--- src/hw/rtl/lkvc_pkg.sv ---
// Shared types and constants for the LRU key/value cache.
// Used by lkvc_cell and lru_key_value_cache; depends on nothing.
package lkvc_pkg;

  // Built depth of the store
  localparam int MAX_ENTRIES = 8;
  localparam int RANK_W      = (MAX_ENTRIES > 1) ? $clog2(MAX_ENTRIES) : 1;
  localparam int CNT_W       = RANK_W + 1;
  localparam int KEY_W       = 32;
  localparam int VAL_W       = 32;
  localparam int CAP_W       = 4;
  localparam logic [CAP_W-1:0] CAP_RESET = CAP_W'(8);

  // Operation codes carried on the input tuser
  localparam logic OP_SET = 1'b0;
  localparam logic OP_GET = 1'b1;

  // Command from the sequencer to every cell
  typedef struct packed {
    logic              search;    // capture match and first-free flags
    logic              update;    // apply write and recency update
    logic              any_hit;   // key was found in some cell
    logic              insert;    // miss with room left: fill first free cell
    logic [CNT_W-1:0]  old_rank;  // cells younger than this age by one
  } lkvc_cmd_t;

  // Data passed from cell to cell along the row
  typedef struct packed {
    logic              free_seen; // an earlier cell is free
    logic              hit;       // an earlier cell matched
    logic [RANK_W-1:0] rank;      // rank of the matching cell
    logic [VAL_W-1:0]  value;     // value of the matching cell
  } lkvc_chain_t;

  // Capacity register clamped to 1..MAX_ENTRIES
  function automatic logic [CNT_W-1:0] eff_cap(input logic [CAP_W-1:0] cap);
    logic [CNT_W-1:0] res;
    if (cap == '0) begin
      res = CNT_W'(1);
    end else if (int'(cap) > MAX_ENTRIES) begin
      res = CNT_W'(MAX_ENTRIES);
    end else begin
      res = CNT_W'(cap);
    end
    return res;
  endfunction

endpackage

--- src/hw/rtl/lkvc_cell.sv ---
// One entry of the LRU cache: key, value, valid mark and recency rank.
// Depends on lkvc_pkg; instantiated in a row by lru_key_value_cache.
module lkvc_cell (
  input  logic                             clk_i,
  input  logic                             rst_ni,
  input  logic [lkvc_pkg::KEY_W-1:0]       key_i,
  input  logic [lkvc_pkg::VAL_W-1:0]       val_i,
  input  lkvc_pkg::lkvc_cmd_t              cmd_i,
  input  lkvc_pkg::lkvc_chain_t            chain_i,
  output lkvc_pkg::lkvc_chain_t            chain_o
);

  logic [lkvc_pkg::KEY_W-1:0]  key_q;
  logic [lkvc_pkg::VAL_W-1:0]  val_q;
  logic                        valid_q, valid_d;
  logic [lkvc_pkg::RANK_W-1:0] rank_q, rank_d;
  logic                        hit_q, first_free_q;
  logic                        match;
  logic                        sel;
  logic                        younger;
  logic [lkvc_pkg::CNT_W-1:0]  rank_ext;

  assign match    = valid_q && (key_q == key_i);
  assign rank_ext = {1'b0, rank_q};

  // Pass match and free-slot information to the next cell
  always_comb begin
    chain_o.free_seen = chain_i.free_seen | ~valid_q;
    chain_o.hit       = chain_i.hit | match;
    chain_o.rank      = chain_i.rank | (match ? rank_q : '0);
    chain_o.value     = chain_i.value | (match ? val_q : '0);
  end

  // Cell chosen for the write: matching, first free, or the LRU one
  always_comb begin
    if (cmd_i.any_hit) begin
      sel = hit_q;
    end else if (cmd_i.insert) begin
      sel = first_free_q;
    end else begin
      sel = valid_q && (rank_ext == cmd_i.old_rank);
    end
  end

  assign younger = valid_q && (rank_ext < cmd_i.old_rank);

  // Recency and valid update
  always_comb begin
    valid_d = valid_q;
    rank_d  = rank_q;
    if (cmd_i.update) begin
      if (sel) begin
        valid_d = 1'b1;
        rank_d  = '0;
      end else if (younger) begin
        rank_d  = rank_q + 1'b1;
      end
    end
  end

  always_ff @(posedge clk_i or negedge rst_ni) begin
    if (!rst_ni) begin
      valid_q      <= 1'b0;
      rank_q       <= '0;
      hit_q        <= 1'b0;
      first_free_q <= 1'b0;
    end else begin
      valid_q <= valid_d;
      rank_q  <= rank_d;
      if (cmd_i.search) begin
        hit_q        <= match;
        first_free_q <= ~valid_q & ~chain_i.free_seen;
      end
    end
  end

  // Payload write
  always_ff @(posedge clk_i) begin
    if (cmd_i.update && sel) begin
      key_q <= key_i;
      val_q <= val_i;
    end
  end

endmodule

--- src/hw/rtl/lru_key_value_cache.sv ---
// Top level of the LRU key/value cache: stream ports, sequencer, cell row.
// Depends on lkvc_pkg and lkvc_cell.
//
// Usage:
//   Input beats arrive on s_axis: tuser is the operation (0 set, 1 get),
//   tdata holds key_in in bits 31:0 and value_in in bits 63:32.
//   A get produces one output beat on m_axis: tuser is the hit flag and
//   tdata is the stored value, or zero on a miss. A set produces no beat.
//   Capacity (1..8, 0 acts as 1) is written through cfg_we_i/cfg_wdata_i
//   while the block is idle.
// Sequencing:
//   Each beat passes through a search state, which compares the key against
//   every cell of the row, and an update state, which for a set writes the
//   entry and the recency ranks. A new beat is taken in the update state of
//   the previous one; a get result enters the output register as it ends.
// Reset and stall:
//   Reset clears all valid marks, ranks and occupancy; capacity returns to 8.
//   If a get reaches its update cycle while the previous result still waits
//   in the output register, it holds there and input stops until the waiting
//   result is taken. A set never holds.
module lru_key_value_cache (
  input  logic        clk_i,
  input  logic        rst_ni,
  // Configuration
  input  logic        cfg_we_i,
  input  logic [3:0]  cfg_wdata_i,     // capacity
  // Input stream
  input  logic        s_axis_tvalid,
  output logic        s_axis_tready,
  input  logic [63:0] s_axis_tdata,    // [31:0] key_in, [63:32] value_in
  input  logic        s_axis_tuser,    // [0] op
  // Output stream
  output logic        m_axis_tvalid,
  input  logic        m_axis_tready,
  output logic [31:0] m_axis_tdata,    // [31:0] value_out
  output logic        m_axis_tuser     // [0] hit
);

  typedef enum logic [2:0] {
    ST_IDLE   = 3'b001,
    ST_SEARCH = 3'b010,
    ST_UPDATE = 3'b100
  } state_e;

  state_e                        state_q, state_d;
  logic                          op_q;
  logic [lkvc_pkg::KEY_W-1:0]    key_q;
  logic [lkvc_pkg::VAL_W-1:0]    val_q;
  logic [lkvc_pkg::CAP_W-1:0]    cap_q;
  logic [lkvc_pkg::CNT_W-1:0]    occ_q, occ_d;
  logic                          any_hit_q;
  logic [lkvc_pkg::RANK_W-1:0]   hit_rank_q;
  logic [lkvc_pkg::VAL_W-1:0]    hit_val_q;
  logic                          out_valid_q, out_valid_d;
  logic                          out_hit_q;
  logic [lkvc_pkg::VAL_W-1:0]    out_val_q;
  logic                          in_fire;
  logic                          finish;
  logic                          insert;
  lkvc_pkg::lkvc_cmd_t           cmd;
  lkvc_pkg::lkvc_chain_t         chain [lkvc_pkg::MAX_ENTRIES+1];

  // Capacity register
  always_ff @(posedge clk_i or negedge rst_ni) begin
    if (!rst_ni) begin
      cap_q <= lkvc_pkg::CAP_RESET;
    end else if (cfg_we_i) begin
      cap_q <= cfg_wdata_i;
    end
  end

  // Update cycle completes unless a get result cannot be stored
  assign finish  = (state_q == ST_UPDATE) &&
                   ((op_q == lkvc_pkg::OP_SET) || !out_valid_q || m_axis_tready);
  assign s_axis_tready = (state_q == ST_IDLE) || finish;
  assign in_fire = s_axis_tvalid && s_axis_tready;

  // Miss with room left inserts, otherwise a miss evicts
  assign insert = !any_hit_q && (occ_q < lkvc_pkg::eff_cap(cap_q));

  // Command to the cell row
  always_comb begin
    cmd.search  = (state_q == ST_SEARCH);
    cmd.update  = finish && (op_q == lkvc_pkg::OP_SET);
    cmd.any_hit = any_hit_q;
    cmd.insert  = insert;
    if (any_hit_q) begin
      cmd.old_rank = {1'b0, hit_rank_q};
    end else if (insert) begin
      cmd.old_rank = occ_q;
    end else begin
      cmd.old_rank = occ_q - 1'b1;
    end
  end

  // Row of cells
  assign chain[0] = '0;
  for (genvar g = 0; g < lkvc_pkg::MAX_ENTRIES; g++) begin : g_cell
    lkvc_cell u_cell (
      .clk_i   (clk_i),
      .rst_ni  (rst_ni),
      .key_i   (key_q),
      .val_i   (val_q),
      .cmd_i   (cmd),
      .chain_i (chain[g]),
      .chain_o (chain[g+1])
    );
  end

  // Sequencer
  always_comb begin
    state_d = state_q;
    unique case (state_q)
      ST_IDLE: begin
        if (in_fire) state_d = ST_SEARCH;
      end
      ST_SEARCH: begin
        state_d = ST_UPDATE;
      end
      ST_UPDATE: begin
        if (in_fire) begin
          state_d = ST_SEARCH;
        end else if (finish) begin
          state_d = ST_IDLE;
        end
      end
      default: state_d = ST_IDLE;
    endcase
  end

  // Occupancy grows on each inserting set
  always_comb begin
    occ_d = occ_q;
    if (cmd.update && insert) occ_d = occ_q + 1'b1;
  end

  // Output register
  always_comb begin
    out_valid_d = out_valid_q;
    if (finish && (op_q == lkvc_pkg::OP_GET)) begin
      out_valid_d = 1'b1;
    end else if (m_axis_tready) begin
      out_valid_d = 1'b0;
    end
  end

  always_ff @(posedge clk_i or negedge rst_ni) begin
    if (!rst_ni) begin
      state_q     <= ST_IDLE;
      occ_q       <= '0;
      out_valid_q <= 1'b0;
      any_hit_q   <= 1'b0;
    end else begin
      state_q     <= state_d;
      occ_q       <= occ_d;
      out_valid_q <= out_valid_d;
      if (state_q == ST_SEARCH) any_hit_q <= chain[lkvc_pkg::MAX_ENTRIES].hit;
    end
  end

  // Payload registers
  always_ff @(posedge clk_i) begin
    if (in_fire) begin
      op_q  <= s_axis_tuser;
      key_q <= s_axis_tdata[31:0];
      val_q <= s_axis_tdata[63:32];
    end
    if (state_q == ST_SEARCH) begin
      hit_rank_q <= chain[lkvc_pkg::MAX_ENTRIES].rank;
      hit_val_q  <= chain[lkvc_pkg::MAX_ENTRIES].value;
    end
    if (finish && (op_q == lkvc_pkg::OP_GET)) begin
      out_hit_q <= any_hit_q;
      out_val_q <= any_hit_q ? hit_val_q : '0;
    end
  end

  assign m_axis_tvalid = out_valid_q;
  assign m_axis_tuser  = out_hit_q;
  assign m_axis_tdata  = out_val_q;

endmodule
--- config.mk ---
export PLATFORM = sky130hd
export DESIGN_NAME = lru_key_value_cache
export DESIGN_NICKNAME = d
export VERILOG_FILES = /design/src/hw/rtl/lkvc_pkg.sv /design/src/hw/rtl/lkvc_cell.sv /design/src/hw/rtl/lru_key_value_cache.sv
export SDC_FILE = /design/constraint.sdc
export NUM_CORES = 1
export LEC_CHECK = 0
export BUFFER_PORTS_ARGS = -buffer_cell sky130_fd_sc_hd__buf_2
export CORE_MARGIN = 2
export CORE_UTILIZATION = 30
export DETAILED_ROUTE_END_ITERATION = 7
export GPL_TIMING_DRIVEN = 0
export PLACE_DENSITY = 0.42
export REMOVE_ABC_BUFFERS = 1
export SKIP_LAST_GASP = 1
export SYNTH_ARGS = -nofsm -noshare
export SYNTH_HDL_FRONTEND = slang
export SYNTH_SLANG_ARGS = --single-unit
--- constraint.sdc ---
create_clock -name clk_i -period 5.82 [get_ports clk_i]
set_input_delay 1.455 -clock clk_i [delete_from_list [all_inputs] [get_ports clk_i]]
set_output_delay 1.455 -clock clk_i [all_outputs]
set_load 0.01 [all_outputs]
Word level (Yosys, flattened, before mapping)
Index checks and enable logic that the tools add are counted.
{"block": "op_classes", "add_sub_neg": 10, "n_lt_le_gt_ge": 10, "n_eq_ne": 21, "muxes": 58, "bitwise": 49, "reduce_logical": 70}
{"cell": "== test 32 bit", "n": 8}
{"cell": "two-way mux 32 bit", "n": 8}
{"cell": "bitwise OR 32 bit", "n": 7}
{"cell": "two-way mux 3 bit", "n": 27}
{"cell": "logical AND 1 bit", "n": 38}
{"cell": "AND reduction 2 bit", "n": 17}
{"cell": "== test 3 x 4 -> 1 bit", "n": 8}
{"cell": "less-than comparator 3 x 4 -> 1 bit", "n": 8}
{"cell": "adder 3 x 1 -> 3 bit, second input constant", "n": 8}
{"cell": "bitwise OR 3 bit", "n": 7}
{"cell": "two-way mux 1 bit", "n": 18}
{"cell": "nonzero test 2 bit", "n": 9}
{"cell": "two-way mux 4 bit", "n": 4}
{"cell": "inverter 1 bit", "n": 15}
{"cell": "bitwise OR 1 bit", "n": 13}
{"cell": "one-hot mux 3 bit (3 select lines)", "n": 1}
{"cell": "AND 1 bit", "n": 7}
{"cell": "adder 4 x 1 -> 4 bit, second input constant", "n": 1}
{"cell": "greater-than comparator 4 bit, second input constant", "n": 1}
{"cell": "zero test 4 bit", "n": 1}
{"cell": "less-than comparator 4 bit", "n": 1}
{"cell": "subtractor 4 x 1 -> 4 bit, second input constant", "n": 1}
{"cell": "== test 3 x 1 -> 1 bit, second input constant", "n": 1}
{"cell": "== test 3 x 2 -> 1 bit, second input constant", "n": 1}
{"cell": "other kinds (5)", "n": 8}
{"block": "totals", "register_bits": 706, "input_bits": 74, "out_inout_bits": 35, "elab_cells": 278}

Logic depth before layout (Yosys ltp)
{"block": "logic_depth", "ltp_word": 13, "ltp_mapped": 15, "ltp_nobuf": 15}

Hierarchy
Synthesis repeated with hierarchy kept, for this count alone.
{"block": "unflattened", "hier_cells": 1766, "hier_area_um2": 28990.3}
{"module": "lkvc_cell at g_cell[3].u_cell ...", "instances": 5, "cells_per_inst": 188, "area_each_um2": 2990.4, "seq_area_each_um2": 2072.0}
{"module": "lkvc_cell at g_cell[0].u_cell ...", "instances": 3, "cells_per_inst": 189, "area_each_um2": 2985.4, "seq_area_each_um2": 2072.0}
{"module": "lru_key_value_cache", "instances": 1, "cells_per_inst": 259, "area_each_um2": 5082.4, "seq_area_each_um2": 4321.6}

Least setup slack after synthesis
No wires, ideal clock.
{"block": "synth_path", "path_type": "register to register", "start": "reg cap_q[3] in the netlist's numbering", "end": "reg g_cell[5].u_cell.key_q[0] in the netlist's numbering, enable pin", "setup_ns": 0.489, "arrival_time_ns": 5.486, "required_ns": 5.331, "path_slack_ns": -0.155, "path_stages_with_launch": 11, "n_path_buf": 0, "period_less_slack_ns": 5.975, "path_cell_list": "dfstp_2 -> inv_1 -> ha_1 -> a211o_4 -> nor2_2 -> xnor2_1 -> o21ai_0 -> ha_1 -> nand3_1 -> o31a_1 -> nor2_1"}
{"block": "synth_via", "elab_chain_cells": 12, "elab_cells_between_ends": 13, "cone_classes": "order compare (2); eq/ne (1); mux (6); reduce/logical (4)"}
{"item": "start: declaration", "line": "lru_key_value_cache.sv:49", "text": "logic [lkvc_pkg::CAP_W-1:0] cap_q;"}
{"item": "start signal: assignment", "line": "lru_key_value_cache.sv:66", "text": "cap_q <= lkvc_pkg::CAP_RESET;"}
{"item": "start signal: assignment", "line": "lru_key_value_cache.sv:68", "text": "cap_q <= cfg_wdata_i;"}
{"item": "greater-than comparator 4 bit", "line": "lkvc_pkg.sv:40", "text": "end else if (int'(cap) > MAX_ENTRIES) begin"}
{"item": "two-way mux 4 bit", "line": "lkvc_pkg.sv:40"}
{"item": "two-way mux 4 bit *", "line": "lkvc_pkg.sv:38", "text": "if (cap == '0) begin"}
{"item": "less-than comparator 4 bit *", "line": "lru_key_value_cache.sv:79", "text": "assign insert = !any_hit_q && (occ_q < lkvc_pkg::eff_cap(cap_q));"}
{"item": "logical AND 1 bit *", "line": "lru_key_value_cache.sv:79"}
{"item": "two-way mux 4 bit", "line": "lru_key_value_cache.sv:89", "text": "end else if (insert) begin"}
{"item": "two-way mux 4 bit", "line": "lru_key_value_cache.sv:87", "text": "if (any_hit_q) begin"}
{"item": "== test 3 x 4 -> 1 bit", "line": "lkvc_cell.sv:41", "text": "sel = valid_q && (rank_ext == cmd_i.old_rank);"}
{"item": "logical AND 1 bit", "line": "lkvc_cell.sv:41"}
{"item": "two-way mux 1 bit *", "line": "lkvc_cell.sv:38", "text": "end else if (cmd_i.insert) begin"}
{"item": "two-way mux 1 bit *", "line": "lkvc_cell.sv:36", "text": "if (cmd_i.any_hit) begin"}
{"item": "logical AND 1 bit *", "line": "lkvc_cell.sv:79", "text": "if (cmd_i.update && sel) begin"}
{"item": "end signal: assignment", "line": "lkvc_cell.sv:80", "text": "key_q <= key_i;"}
{"item": "end: declaration", "line": "lkvc_cell.sv:13", "text": "logic [lkvc_pkg::KEY_W-1:0] key_q;"}
Every way passes the cells marked *; elsewhere a longest branch is shown, timed or not.
A chain may end at the register's enable or synchronous reset.

Worst setup path in the final report
{"block": "layout_path", "start": "reg cap_q[3] in the netlist's numbering", "end": "reg g_cell[2].u_cell.key_q[4] in the netlist's numbering, enable pin"}
{"block": "layout_via", "elab_chain_cells": 12, "elab_cells_between_ends": 13, "cone_classes": "order compare (2); eq/ne (1); mux (6); reduce/logical (4)"}
{"item": "greater-than comparator 4 bit", "line": "lkvc_pkg.sv:40"}
{"item": "two-way mux 4 bit", "line": "lkvc_pkg.sv:40"}
{"item": "two-way mux 4 bit *", "line": "lkvc_pkg.sv:38"}
{"item": "less-than comparator 4 bit *", "line": "lru_key_value_cache.sv:79"}
{"item": "logical AND 1 bit *", "line": "lru_key_value_cache.sv:79"}
{"item": "two-way mux 4 bit", "line": "lru_key_value_cache.sv:89"}
{"item": "two-way mux 4 bit", "line": "lru_key_value_cache.sv:87"}
{"item": "== test 3 x 4 -> 1 bit", "line": "lkvc_cell.sv:41"}
{"item": "logical AND 1 bit", "line": "lkvc_cell.sv:41"}
{"item": "two-way mux 1 bit *", "line": "lkvc_cell.sv:38"}
{"item": "two-way mux 1 bit *", "line": "lkvc_cell.sv:36"}
{"item": "logical AND 1 bit *", "line": "lkvc_cell.sv:79"}
{"item": "end signal: assignment", "line": "lkvc_cell.sv:80"}
{"item": "end: declaration", "line": "lkvc_cell.sv:13"}
Marked as above.

==> results.md <==
- Ys flop type: edfxtp_1
- Worst path max stage delay: 790 ps
- Launch instance of the worst register-to-register path: cap_q[3]
- PwrDens: 376 mW/mm2
- HP Start: g_cell[5].u_cell.hit_q
- EDFF count, synth: 645
- Fmax: 0.210 GHz
- Worst hold endpoint: g_cell[5].u_cell.hit_q
- Top-area cell type share of the netlist area: 69.3%
- Final RePlAce weighted congestion: 0.734
- Headroom to the max-slew limit: 26.8%
- WS Path Type: flop to flop
- Die H: 309 um
- Total grt overflow: 0
- CP delay by family, top: compound AO/OA/AOI/OAI gates
- Layout area overhead: 19.5%
- Number of hold buffers added after CTS: 0
- Detailed placement HPWL: 44600 um
- Layout cells sized above 1: 15.7%
- Initial antenna violation count: 1
- Worst EP arrival: 5090 ps
- Nets: 1986
- Status: completed
- Initial Util: 30.4%
- CP max stage cell: a21oi_1
- Gr usage total: 14.8%
- Drt pass-1 iters: 7
- Final Instance Count excl. Fillers: 3191
- Final Hold Viols: 0
- Async S/R FF share, synth: 8.64%
- # Max-Cap Violations: 0
- Setup crit start: cap_q[3]
- CP max FO: 28
- First-pass GRT wire length: 104000 um
- Area leader, netlist: edfxtp_1
- Slew Viols, Final: 0
- Reg-to-reg setup timing slack: 1050 ps
- Worst-Skew Late Latency: 640 ps
- DRC errors left: 0
- Hold WS: 470 ps
- Antenna fix cells: 0
- Clock Tree Buf Depth: 3
- H-tree depth: 3
- Setup bufs post-CTS: 0
- Vias after detailed routing: 15100
- Cell Count Post-Placement: 3043
- Clock root cell: clkbuf_16
- Worst hold path stage count: 2
- TritonCTS clock tree: done
- Maximum vdd ir drop: 0.230 mV
- Final setup viols: 0
- Post-CTS Resized: 0
- CP Launch Type: flop
- Post-Route WL: 70200 um
- Worst Path Buf+Inv: 3
- Filler cells: 8620
- RSZ-0062 raised after global routing: no
- DR vias/cell: 4.73
- Core footprint: 0.0921 mm2
- Post-synth design cell area: 0.0280 mm2
- PortBufs: 108
- Syn_area_per_cell: 16.3 um2
- Worst clock skew: 25.7 ps
- Lkg Pwr: 11.3 nW
- Path depth of the worst reg2reg path: 15
- Overall die area: 0.0957 mm2
- Util after Layout: 36.3%
- Sinks on the clock net: 706
- Distinct cells, synth: 61
- Cts bufs inserted: 81
- CP cell instances: inv_1 > ha_1 > o211ai_1 > a21oi_1 > o21ai_0 > xor2_1 > nor2_1 > a21oi_1 > ha_1 > nand3_1 > nor2_1 > a21oi_2 > nor2_4 > buf_12 > buf_12
- FF+latch count, synth: 706
- Worst-path clk slew: 60 ps
- Total power draw: 0.0126 W
- Synth top area cells: edfxtp_1 (69%), xor2_1 (7.8%), dfrtp_1 (5.3%), a22oi_1 (2.1%), nand3_1 (1.3%)
- Final worst-path cycle share: 82.0%
- Synthesis Warnings: 0
- Worst path depth: 15
- Row count: 111
- Fin crit period: 4770 ps
- Largest net degree at the start of global routing: 62
- Routed Antenna Nets: 0
- Commonest non-fill, non-tap cell in the layout: edfxtp_1
- DIE WIDTH: 309 um
- Slew of the pin with the lowest slew margin: 1100 ps
- RR Endpoint: g_cell[2].u_cell.key_q[4]
- Wire per inst: 22.0 um
- Io pins: 109
- Hold crit path type: flop to flop
- Post-Synthesis Cells: 1714
- Setup_tns: 0 ps
- Worst path required time: 6140 ps
- Starting DRT DRC Count: 1098
- Sequential share of the synthesized area: 74.7%
- Crit end category: flop
- Most frequent cells in the layout: edfxtp_1 (645), xor2_1 (249), buf_2 (107), clkbuf_16 (82), a22oi_1 (78)
- Number of global-route vias before repair: 15500
-- worst max path at each step --
stage	slack (ps)	to
6_report	1050	g_cell[2].u_cell.key_q[4]
5_1_grt	770	g_cell[2].u_cell.val_q[13]
4_1_cts	1070	g_cell[1].u_cell.key_q[19]
3_5_place_dp	1100	g_cell[2].u_cell.key_q[4]
3_3_place_gp	-4890	g_cell[0].u_cell.valid_q
2_1_floorplan	-160	g_cell[5].u_cell.key_q[0]
-- tightest hold or removal path, delay by kind of cell, from the launching register on --
| kind | cells | cell delay, ps |
|---|---|---|
| flip-flops | 1 | 340 |
| AND/OR/NAND/NOR | 2 | 100 |
-- cell type report --
| class | count | area (um2) | area share [%] |
|---|---|---|---|
| Sequential cell | 706 | 20900 | 62.5 |
| Multi-Input combinational cell | 897 | 6730 | 20.1 |
| Clock buffer | 102 | 2150 | 6.43 |
| Tap cell | 1243 | 1560 | 4.65 |
| Timing Repair Buffer | 162 | 1500 | 4.50 |
| Clock inverter | 46 | 449 | 1.34 |
| Inverter | 35 | 131 | 0.393 |
-- cell usage after synthesis, drive strengths merged, types with 2 or more instances --
cell,number
nand2,57
o211a,5
o31a,3
or3,2
xnor2,21
or2,8
o21ai,18
a31oi,8
nor2b,3
nand3b,5
nor3,20
o31ai,2
mux2,3
o211ai,20
a2bb2oi,3
a221oi,36
a21boi,3
inv,35
dfrtp,59
edfxtp,645
xor2,249
nand3,74
a211o,4
a22o,41
nor3b,3
o221ai,7
nor2,27
nand4,20
dfstp,2
a21o,3
ha,29
clkbuf,65
a22oi,78
a31o,2
a41o,2
nand2b,6
and2,44
buf,11
o311ai,4
a21oi,21
nor4,58
-- flip-flops by register name, summed over array words and instances, names as in the netlist, 24 cells and up --
name / flops
m_axis_tdata: 32
key_q: 32
hit_val_q: 32
val_q: 32
g_cell.u_cell.rank_q: 24
g_cell.u_cell.val_q: 256
g_cell.u_cell.key_q: 256
-- stage by stage --
step	instance area, um2	setup WS [ps]
floorplan	27600	-155
global placement	29700	-4890
detailed placement	30800	1100
CTS	33400	1070
global route	33400	766
finish	33400	1050
-- power breakdown --
part,switching (W),internal (W)
sequential,0.000503,0.00594
combinational,0.000699,0.000448
clock,0.00206,0.00290
-- cell families (layout without fill, tap and decap cells) --
| kind of cell | after synthesis | count (layout) | share of synthesized area (%) |
|---|---|---|---|
| compound gates | 266 | 266 | 7.44 |
| xor+xnor | 270 | 270 | 8.46 |
| fa+ha+maj | 29 | 29 | 1.30 |
| buf+inv | 111 | 345 | 1.62 |
| flops | 706 | 706 | 74.7 |
| mux | 3 | 3 | 0.121 |
| simple gates | 329 | 329 | 6.33 |
-- per-layer routing --
layer	routed length (um)	track usage, %	vias up
met4	1350	3.93	0
li1	-	-	6976
met3	2550	2.16	88
met5	0	0	-
met2	33300	24.2	309
met1	33000	20.8	7730
No activity file was read; power rests on OpenSTA's default activity.
